**config.mk**
```make
export PLATFORM = sky130hd
export DESIGN_NAME = button_actuator_bind
export DESIGN_NICKNAME = d
export VERILOG_FILES = /design/src/bab_pkg.sv /design/src/button_actuator_bind.sv /design/src/bab_cfg.sv /design/src/bab_core.sv /design/src/bab_outq.sv
export VERILOG_INCLUDE_DIRS = /design/src /design/src/src
export SDC_FILE = /design/constraint.sdc
export NUM_CORES = 1
export LEC_CHECK = 0
export ABC_CLOCK_PERIOD_IN_PS = 2600
export BUFFER_PORTS_ARGS = -buffer_cell sky130_fd_sc_hd__buf_2
export CAP_MARGIN = 20
export CORE_MARGIN = 1
export CORE_UTILIZATION = 52
export DETAILED_ROUTE_END_ITERATION = 10
export PLACE_DENSITY_LB_ADDON = 0.25
export SETUP_SLACK_MARGIN = 0.15
export SYNTH_ARGS = -nofsm -noshare
export SYNTH_HDL_FRONTEND = slang
export SYNTH_SLANG_ARGS = --single-unit
```
**constraint.sdc**
```tcl
create_clock -name i_clk -period 2.6 [get_ports i_clk]
set_input_delay 0.52 -clock i_clk [delete_from_list [all_inputs] [get_ports i_clk]]
set_output_delay 0.52 -clock i_clk [all_outputs]
set_load 0.005 [all_outputs]
```
**src/button_actuator_bind_assert.svh**
```systemverilog
// Assertion macros shared by the button actuator binding modules.
`ifndef BUTTON_ACTUATOR_BIND_ASSERT_SVH
`define BUTTON_ACTUATOR_BIND_ASSERT_SVH

// Same-cycle implication, checked outside reset.
`define BAB_ASSERT_NOW(label, clk, rst_n, ante, cons) \
    label: assert property (@(posedge clk) disable iff (!rst_n) (ante) |-> (cons)) \
        else $error("bab assertion failed");

// Next-cycle implication, checked outside reset.
`define BAB_ASSERT_NEXT(label, clk, rst_n, ante, cons) \
    label: assert property (@(posedge clk) disable iff (!rst_n) (ante) |=> (cons)) \
        else $error("bab assertion failed");

`endif

```
**src/bab_pkg.sv**
```systemverilog
// Types, register codes and constants for the button actuator binding.
package bab_pkg;

    localparam int unsigned MAX_POSITIONS = 4;
    localparam int unsigned IDX_W         = 2;
    localparam int unsigned CNT_W         = 3;
    localparam int unsigned CFG_ADDR_W    = 3;
    localparam int unsigned CFG_DATA_W    = 16;

    localparam logic [CFG_ADDR_W-1:0] REG_BIND_MODE      = 3'd0;
    localparam logic [CFG_ADDR_W-1:0] REG_HAS_SECONDARY  = 3'd1;
    localparam logic [CFG_ADDR_W-1:0] REG_POSITION_COUNT = 3'd2;
    localparam logic [CFG_ADDR_W-1:0] REG_POSITION_0     = 3'd3;
    localparam logic [CFG_ADDR_W-1:0] REG_POSITION_1     = 3'd4;
    localparam logic [CFG_ADDR_W-1:0] REG_POSITION_2     = 3'd5;
    localparam logic [CFG_ADDR_W-1:0] REG_POSITION_3     = 3'd6;

    localparam logic [1:0] MODE_TOGGLE = 2'd0;
    localparam logic [1:0] MODE_HOLD   = 2'd1;
    localparam logic [1:0] MODE_STEP   = 2'd2;
    localparam logic [1:0] MODE_UNUSED = 2'd3;

    localparam logic KIND_SPEED = 1'b0;
    localparam logic KIND_MOVE  = 1'b1;

    localparam logic signed [7:0] FULL_SPEED     = 8'sd127;
    localparam logic signed [7:0] FULL_SPEED_NEG = -8'sd127;
    localparam logic signed [7:0] ZERO_SPEED     = 8'sd0;

    typedef struct packed {
        logic primary_pressed;
        logic secondary_pressed;
    } t_in;

    typedef struct packed {
        logic                command_kind;
        logic signed [7:0]   speed_value;
        logic signed [15:0]  target_position;
    } t_out;

    typedef struct packed {
        logic [1:0]                             bind_mode;
        logic                                   has_secondary;
        logic [CNT_W-1:0]                       position_count;
        logic [MAX_POSITIONS-1:0][CFG_DATA_W-1:0] position;
    } t_cfg;

endpackage

```
**src/button_actuator_bind.sv**
```systemverilog
// Button actuator binding: top level.
// Input channel: one beat per control tick carries the primary and secondary
// button levels (i_in_valid / o_in_stall / i_in_data). Output channel: a beat
// carries one actuator command (o_out_valid / i_out_stall / o_out_data); a
// tick yields zero or one command depending on the bind mode and button edges.
// Configuration: i_cfg_wr_en writes i_cfg_wdata to register i_cfg_addr
// (0 mode, 1 has_secondary, 2 position count, 3..6 position table); write
// only while the block is idle.
// Path: a tick accepted into the input register has its command pushed into the
// result queue when it fires (tick held, queue not full); o_out_valid comes
// from the queue count register, and the beat leaves when not stalled.
// Throughput: one tick per cycle while the result queue is not full.
// Stall: results wait in a two-entry queue; while the receiver stalls, ticks
// keep flowing until the queue and the input register are full, then
// o_in_stall rises. o_in_stall is registered-only, with no path from
// i_out_stall.
// Reset (synchronous, active low): index 0, both buttons counted as released,
// registers at defaults (toggle mode, no secondary, count 1, table zero),
// queue empty.
module button_actuator_bind (
    input  logic                            i_clk,
    input  logic                            i_rst_n,
    input  logic                            i_cfg_wr_en,
    input  logic [bab_pkg::CFG_ADDR_W-1:0]  i_cfg_addr,
    input  logic [bab_pkg::CFG_DATA_W-1:0]  i_cfg_wdata,
    input  logic                            i_in_valid,
    output logic                            o_in_stall,
    input  bab_pkg::t_in                    i_in_data,
    output logic                            o_out_valid,
    input  logic                            i_out_stall,
    output bab_pkg::t_out                   o_out_data
);
    import bab_pkg::*;

    t_cfg cfg;
    logic q_full;
    logic res_valid;
    t_out res_data;

    bab_cfg u_cfg (
        .i_clk       (i_clk),
        .i_rst_n     (i_rst_n),
        .i_cfg_wr_en (i_cfg_wr_en),
        .i_cfg_addr  (i_cfg_addr),
        .i_cfg_wdata (i_cfg_wdata),
        .o_cfg       (cfg)
    );

    bab_core u_core (
        .i_clk       (i_clk),
        .i_rst_n     (i_rst_n),
        .i_cfg       (cfg),
        .i_in_valid  (i_in_valid),
        .o_in_stall  (o_in_stall),
        .i_in_data   (i_in_data),
        .i_q_full    (q_full),
        .o_res_valid (res_valid),
        .o_res_data  (res_data)
    );

    bab_outq u_outq (
        .i_clk       (i_clk),
        .i_rst_n     (i_rst_n),
        .i_push      (res_valid),
        .i_push_data (res_data),
        .o_full      (q_full),
        .o_out_valid (o_out_valid),
        .i_out_stall (i_out_stall),
        .o_out_data  (o_out_data)
    );

endmodule

```
**src/bab_cfg.sv**
```systemverilog
// Configuration register file of the button actuator binding.
module bab_cfg (
    input  logic                            i_clk,
    input  logic                            i_rst_n,
    input  logic                            i_cfg_wr_en,
    input  logic [bab_pkg::CFG_ADDR_W-1:0]  i_cfg_addr,
    input  logic [bab_pkg::CFG_DATA_W-1:0]  i_cfg_wdata,
    output bab_pkg::t_cfg                   o_cfg
);
    import bab_pkg::*;

    t_cfg r_cfg;

    always_ff @(posedge i_clk) begin
        if (!i_rst_n) begin
            r_cfg.bind_mode      <= MODE_TOGGLE;
            r_cfg.has_secondary  <= 1'b0;
            r_cfg.position_count <= CNT_W'(1);
            r_cfg.position       <= '0;
        end else if (i_cfg_wr_en) begin
            unique case (i_cfg_addr)
                REG_BIND_MODE:      r_cfg.bind_mode      <= i_cfg_wdata[1:0];
                REG_HAS_SECONDARY:  r_cfg.has_secondary  <= i_cfg_wdata[0];
                REG_POSITION_COUNT: r_cfg.position_count <= i_cfg_wdata[CNT_W-1:0];
                REG_POSITION_0:     r_cfg.position[0]    <= i_cfg_wdata;
                REG_POSITION_1:     r_cfg.position[1]    <= i_cfg_wdata;
                REG_POSITION_2:     r_cfg.position[2]    <= i_cfg_wdata;
                REG_POSITION_3:     r_cfg.position[3]    <= i_cfg_wdata;
                default: ;
            endcase
        end
    end

    assign o_cfg = r_cfg;

endmodule

```
**src/bab_core.sv**
```systemverilog
// Input register, binding state and per-tick command logic.
module bab_core (
    input  logic           i_clk,
    input  logic           i_rst_n,
    input  bab_pkg::t_cfg  i_cfg,
    input  logic           i_in_valid,
    output logic           o_in_stall,
    input  bab_pkg::t_in   i_in_data,
    input  logic           i_q_full,
    output logic           o_res_valid,
    output bab_pkg::t_out  o_res_data
);
    import bab_pkg::*;

    logic             r_a_valid;
    t_in              r_a_data;
    logic [IDX_W-1:0] r_idx;
    logic             r_prim_rel;
    logic             r_sec_rel;

    logic             n_a_valid;
    logic [IDX_W-1:0] n_idx;
    logic             accept;
    logic             fire;
    logic             prim;
    logic             sec;
    logic             prim_edge;
    logic             sec_edge;
    logic [CNT_W-1:0] cnt_eff;
    logic [CNT_W-1:0] idx_ext;
    logic [CNT_W-1:0] idx_fwd;
    logic             res_valid;
    t_out             res;

    assign o_in_stall = r_a_valid & i_q_full;
    assign accept     = i_in_valid & ~o_in_stall;
    assign fire       = r_a_valid & ~i_q_full;

    always_comb begin
        n_a_valid = r_a_valid;
        if (accept) begin
            n_a_valid = 1'b1;
        end else if (fire) begin
            n_a_valid = 1'b0;
        end
    end

    assign prim      = r_a_data.primary_pressed;
    assign sec       = i_cfg.has_secondary & r_a_data.secondary_pressed;
    assign prim_edge = prim & r_prim_rel;
    assign sec_edge  = sec & r_sec_rel;

    // count of zero acts as one, above the table size it saturates
    always_comb begin
        cnt_eff = i_cfg.position_count;
        if (i_cfg.position_count == '0) begin
            cnt_eff = CNT_W'(1);
        end else if (i_cfg.position_count > CNT_W'(MAX_POSITIONS)) begin
            cnt_eff = CNT_W'(MAX_POSITIONS);
        end
    end

    assign idx_ext = CNT_W'(r_idx);
    assign idx_fwd = idx_ext + CNT_W'(1);

    always_comb begin
        n_idx     = r_idx;
        res_valid = 1'b0;
        res       = '{command_kind: KIND_SPEED, speed_value: ZERO_SPEED,
                      target_position: '0};
        unique case (i_cfg.bind_mode)
            MODE_TOGGLE: begin
                if (prim_edge) begin
                    res_valid = 1'b1;
                    // any nonzero index counts as on
                    if (r_idx == '0) begin
                        n_idx           = IDX_W'(1);
                        res.speed_value = FULL_SPEED;
                    end else begin
                        n_idx = '0;
                    end
                end
            end
            MODE_HOLD: begin
                res_valid = 1'b1;
                priority if (prim) begin
                    res.speed_value = FULL_SPEED;
                end else if (sec) begin
                    res.speed_value = FULL_SPEED_NEG;
                end else begin
                    res.speed_value = ZERO_SPEED;
                end
            end
            MODE_STEP: begin
                priority if (prim_edge) begin
                    res_valid = 1'b1;
                    n_idx = (idx_fwd >= cnt_eff) ? '0 : idx_fwd[IDX_W-1:0];
                end else if (sec_edge) begin
                    res_valid = 1'b1;
                    if (r_idx == '0 || idx_ext >= cnt_eff) begin
                        n_idx = IDX_W'(cnt_eff - CNT_W'(1));
                    end else begin
                        n_idx = r_idx - IDX_W'(1);
                    end
                end else begin
                    n_idx = r_idx;
                end
                res.command_kind    = KIND_MOVE;
                res.speed_value     = FULL_SPEED;
                res.target_position = i_cfg.position[n_idx];
            end
            MODE_UNUSED: ;
            default: ;
        endcase
    end

    always_ff @(posedge i_clk) begin
        if (!i_rst_n) begin
            r_a_valid  <= 1'b0;
            r_idx      <= '0;
            r_prim_rel <= 1'b1;
            r_sec_rel  <= 1'b1;
        end else begin
            r_a_valid <= n_a_valid;
            if (fire) begin
                r_idx      <= n_idx;
                r_prim_rel <= ~prim;
                r_sec_rel  <= ~sec;
            end
        end
    end

    always_ff @(posedge i_clk) begin
        if (accept) begin
            r_a_data <= i_in_data;
        end
    end

    assign o_res_valid = fire & res_valid;
    assign o_res_data  = res;

`include "button_actuator_bind_assert.svh"

    `BAB_ASSERT_NOW(a_no_push_when_full, i_clk, i_rst_n, i_q_full, !o_res_valid)
    `BAB_ASSERT_NOW(a_step_is_move, i_clk, i_rst_n, o_res_valid && i_cfg.bind_mode == MODE_STEP, o_res_data.command_kind == KIND_MOVE && o_res_data.speed_value == FULL_SPEED)
    `BAB_ASSERT_NEXT(a_toggle_speed, i_clk, i_rst_n, o_res_valid && i_cfg.bind_mode == MODE_TOGGLE, (r_idx == '0) == ($past(o_res_data.speed_value) == ZERO_SPEED))

endmodule

```
**src/bab_outq.sv**
```systemverilog
// Two-entry result queue that decouples the receiver's stall from the input side.
module bab_outq (
    input  logic           i_clk,
    input  logic           i_rst_n,
    input  logic           i_push,
    input  bab_pkg::t_out  i_push_data,
    output logic           o_full,
    output logic           o_out_valid,
    input  logic           i_out_stall,
    output bab_pkg::t_out  o_out_data
);
    import bab_pkg::*;

    t_out        r_mem [2];
    logic        r_wptr;
    logic        r_rptr;
    logic [1:0]  r_count;
    logic [1:0]  n_count;
    logic        pop;

    assign o_full      = (r_count == 2'd2);
    assign o_out_valid = (r_count != 2'd0);
    assign pop         = o_out_valid & ~i_out_stall;
    assign o_out_data  = r_mem[r_rptr];

    always_comb begin
        n_count = r_count;
        unique case ({i_push, pop})
            2'b10:   n_count = r_count + 2'd1;
            2'b01:   n_count = r_count - 2'd1;
            2'b00,
            2'b11:   n_count = r_count;
            default: n_count = r_count;
        endcase
    end

    always_ff @(posedge i_clk) begin
        if (!i_rst_n) begin
            r_wptr  <= 1'b0;
            r_rptr  <= 1'b0;
            r_count <= 2'd0;
        end else begin
            r_count <= n_count;
            if (i_push) begin
                r_wptr <= ~r_wptr;
            end
            if (pop) begin
                r_rptr <= ~r_rptr;
            end
        end
    end

    always_ff @(posedge i_clk) begin
        if (i_push) begin
            r_mem[r_wptr] <= i_push_data;
        end
    end

`include "button_actuator_bind_assert.svh"

    `BAB_ASSERT_NOW(a_count_bound, i_clk, i_rst_n, 1'b1, r_count != 2'd3)
    `BAB_ASSERT_NOW(a_ptrs_track, i_clk, i_rst_n, r_count == 2'd0 || r_count == 2'd2, r_wptr == r_rptr)
    `BAB_ASSERT_NEXT(a_stall_holds, i_clk, i_rst_n, o_out_valid && i_out_stall, o_out_valid && $stable(o_out_data))

endmodule
```
==> impl_results.md <==
- Prevailing post-synth register cell: dfxtp_1
- Min-Delay Path Class: in -> reg
- Power Dens Cells: 717.0 mW/mm^2
- DIE WIDTH: 103.5 um
- Largest family of logic cells by synthesized area: simple AND/OR/NAND/NOR gates
- Comb pwr share: 11.2%
- Multiplexer area fraction after synthesis: 11.30%
- Vias per Instance: 5.908
- Status: finished with violations
- Seq/Total Area, Yosys: 53.42%
- Hold WS: 0.1716 ns
- Share of layout cells above drive strength 1: 33.99%
- Leakage: 2.465 nW
- Overflow after GRT: 0
- # rows: 36
- Clock-pin slew on the worst setup and hold paths: 0.06 ns
- Async set-reset flop share out of synthesis: 0%
- Yosys Warn Count: 0
- Met3 Usage GRT: 6.167%
- First-pass GRT wire length: 21,210 um
- XOR/XNOR share of the synthesized area: 0.6537%
- TritonCTS clock tree: done
- Fmax: 381.1 MHz
- Antenna violations before repair: 0
- H-tree levels: 4
- Unrepaired setup endpoints after global routing: true
- Sequential Power Share: 41.3%
- Die H: 103.5 um
- Post-route setup slack: -0.02398 ns
- Worst EP required: 2.93 ns
- Sw Pwr: 1.315 mW
- Full die area: 0.01072 mm^2
- Dpl cell area: 0.005772 mm^2
- Core Area: 0.009864 mm^2
- Setup tns final: -0.04779 ns
- Antenna-violating nets left: 0
- Clock sinks: 122
- Starting Density: 54.33%
- Diode count: 0
- TritonCTS buffer count: 17
- Worst skew pair latency: 0.53 ns
- Area growth syn-to-layout: 30.14%
- Most common cell after layout, fill and taps aside: nand2_1
- Synth Area in Adders: 2.101%
- Syn Nets: 568
- IO Count: 53
- WL/cell: 20.09 um
- DRT Pass-1 Iters: 5
- Headroom to the max-slew limit: 46.18%
- Vias in the first global route: 4,090
- Area of the multi-input gates: 0.002729 mm^2
- Failing checks: setup timing
- Slew Limit Fails: 0
- Synthesized flop and latch total: 122
- Final instance area: 0.006974 mm^2
- Maximum number of pins on one net before global-route repair: 66
- Top cell type's share of synthesized area: 29.89%
- Detailed Route WL: 14,840 um
- Clk_skew: 0.01334 ns
- Worst vdd ir: 0.6742 mV
- Clk buf depth: 2
- Final GP Congestion: 0.8266
- Pint: 3.686 mW
- Final HPWL DP: 7734 um
- CP Class: reg -> reg
- Synth Area per Inst: 10.05 um^2
- Netlist cell types: 49
- Aggregate global-route resource usage: 25.43%
- Number of synthesized flops with an enable pin: 42
- Final Cycle Share: 100.9%
- Clock root cell: clkbuf_8
- Netlist Area Pre-Place: 0.005359 mm^2
- CP max FO: 8
- Final min period: 2.624 ns
- Final nets: 628
- Met2 Use GR: 39.93%
- CP arrival: 2.96 ns
- GR peak layer: met2
- Most frequent cells in the layout: 136 x nand2_1, 76 x dfxtp_1, 72 x a21oi_1
- Synth Area in Simple Gates: 14.80%
- Mapped Cells: 533
- Tot Pwr: 5.001 mW
- Crit path launch type: flop
- Sw Share: 26.29%
- Via count: 4,366
- Worst slew pin tran: 0.8073 ns
- Most area-consuming cells after synthesis: dfxtp_1 30%, edfxtp_1 24%, nand2_1 9.5%
- Number of fill cells: 637
- Max-cap viol count: 0
- Endpoints failing hold: 0
- Compound-Gate Fraction of Synth Area: 13.24%
- Share of total power in the clock network: 47.6%
- DR DRC count: 0
- Met1 GRT Util: 33.51%
- Setup-failing EPs final: 2
- Area leader, netlist: dfxtp_1
- Critical Path Sink Type: flop
- Initial DRC Count: 350
- Register area: 0.002870 mm^2
- PortBufs: 52
==> logic make-up (layout without fill, tap and decap cells) <==
family,count (synthesis),in the layout
mux,58,58
flops,122,122
compound gates,109,109
simple gates,188,188
buf+inv,43,116
xor+xnor,4,4
fa+ha+maj,9,9
==> timing repair <==
item | in CTS | in global routing
hold buffers | 0 | 0
setup buffers | 2 | 1
gates resized for setup | 50 | 39
cloned | 3 | 0
pin swaps | 12 | 12
setup endpoints to repair | 32 | 33
==> metrics by stage <==
stage / util (%) / worst slack [ns] / cells
2_1_floorplan: - / 0.1653 / 533
3_5_place_dp: 58.51 / -0.1296 / 701
5_1_grt: 70.70 / -0.09921 / 739
6_report: 70.70 / -0.02398 / 739
4_1_cts: 68.39 / 0.08376 / 738
3_3_place_gp: 58.51 / -0.01504 / 701
==> area by class of cell <==
type,instances,share of cell area [%]
Tap cell,133,2.386
Sequential cell,122,41.16
Timing Repair Buffer,75,8.342
Inverter,9,0.5203
Clock inverter,15,2.530
Multi-Input combinational cell,368,39.13
Clock buffer,17,5.938
==> sequential cells by signal (all words and copies together) (netlist names), 2 cells and up, named ones only <==
name / flops
u_outq.r_count: 2
u_core.r_idx: 2
u_outq.r_mem: 40
u_cfg.o_cfg: 70
==> final timing paths <==
check                                     from                            to  slack, ns  cells past startpoint
setup / recovery  u_cfg.o_cfg[64]$_SDFFE_PN1P_  u_outq.r_mem[1][0]$_DFFE_PP_      -0.02                     11
hold / removal                    i_in_data[1]         u_core.prim$_DFFE_PP_       0.17                      1
setup reg to reg  u_cfg.o_cfg[64]$_SDFFE_PN1P_  u_outq.r_mem[1][0]$_DFFE_PP_      -0.02                     11
hold reg to reg   u_cfg.o_cfg[46]$_SDFFE_PN0P_  u_cfg.o_cfg[46]$_SDFFE_PN0P_       0.49                      2
==> cell usage after synthesis, types with 3 or more instances <==
cell type / instances
inv_1: 7
a21oi_1: 73
nand3_1: 4
or3_1: 3
dfxtp_1: 80
edfxtp_1: 42
xnor2_1: 3
nor3_1: 4
nor2_1: 20
o22ai_1: 6
buf_6: 3
nor2b_1: 5
buf_4: 5
o22ai_2: 10
nand2b_1: 6
ha_1: 9
mux2_2: 20
or2_2: 3
clkbuf_1: 21
mux2i_1: 38
nand2_1: 136
==> worst max-delay path: stages, from the launching register on <==
cell	delay, ns
dfxtp_2	0.33
inv_2	0.04
a21oi_2	0.15
ha_1	0.25
nand2b_4	0.16
a211oi_4	0.24
mux2i_2	0.31
a31oi_4	0.13
buf_12	0.18
buf_16	0.17
mux2i_4	0.20
o22ai_2	0.27
==> per-layer routing <==
| metal | vias to the layer above | share of wire [%] |
|---|---|---|
| met5 | - | 0 |
| met4 | 0 | 3.4 |
| met3 | 55 | 8.3 |
| met2 | 256 | 48 |
| met1 | 2080 | 40 |
| li1 | 1975 | - |
==> power by group through the flow <==
stage	registers, mW	logic (mW)	clock network, mW
after global placement	2.09	0.414	0
after detailed placement	2.09	0.422	0
after global routing	2.07	0.597	2.47
after CTS	2.06	0.511	2.36
after floorplan	2.09	0.300	0
final	2.06	0.559	2.38
Note: power is estimated with default switching activity, not from simulation.
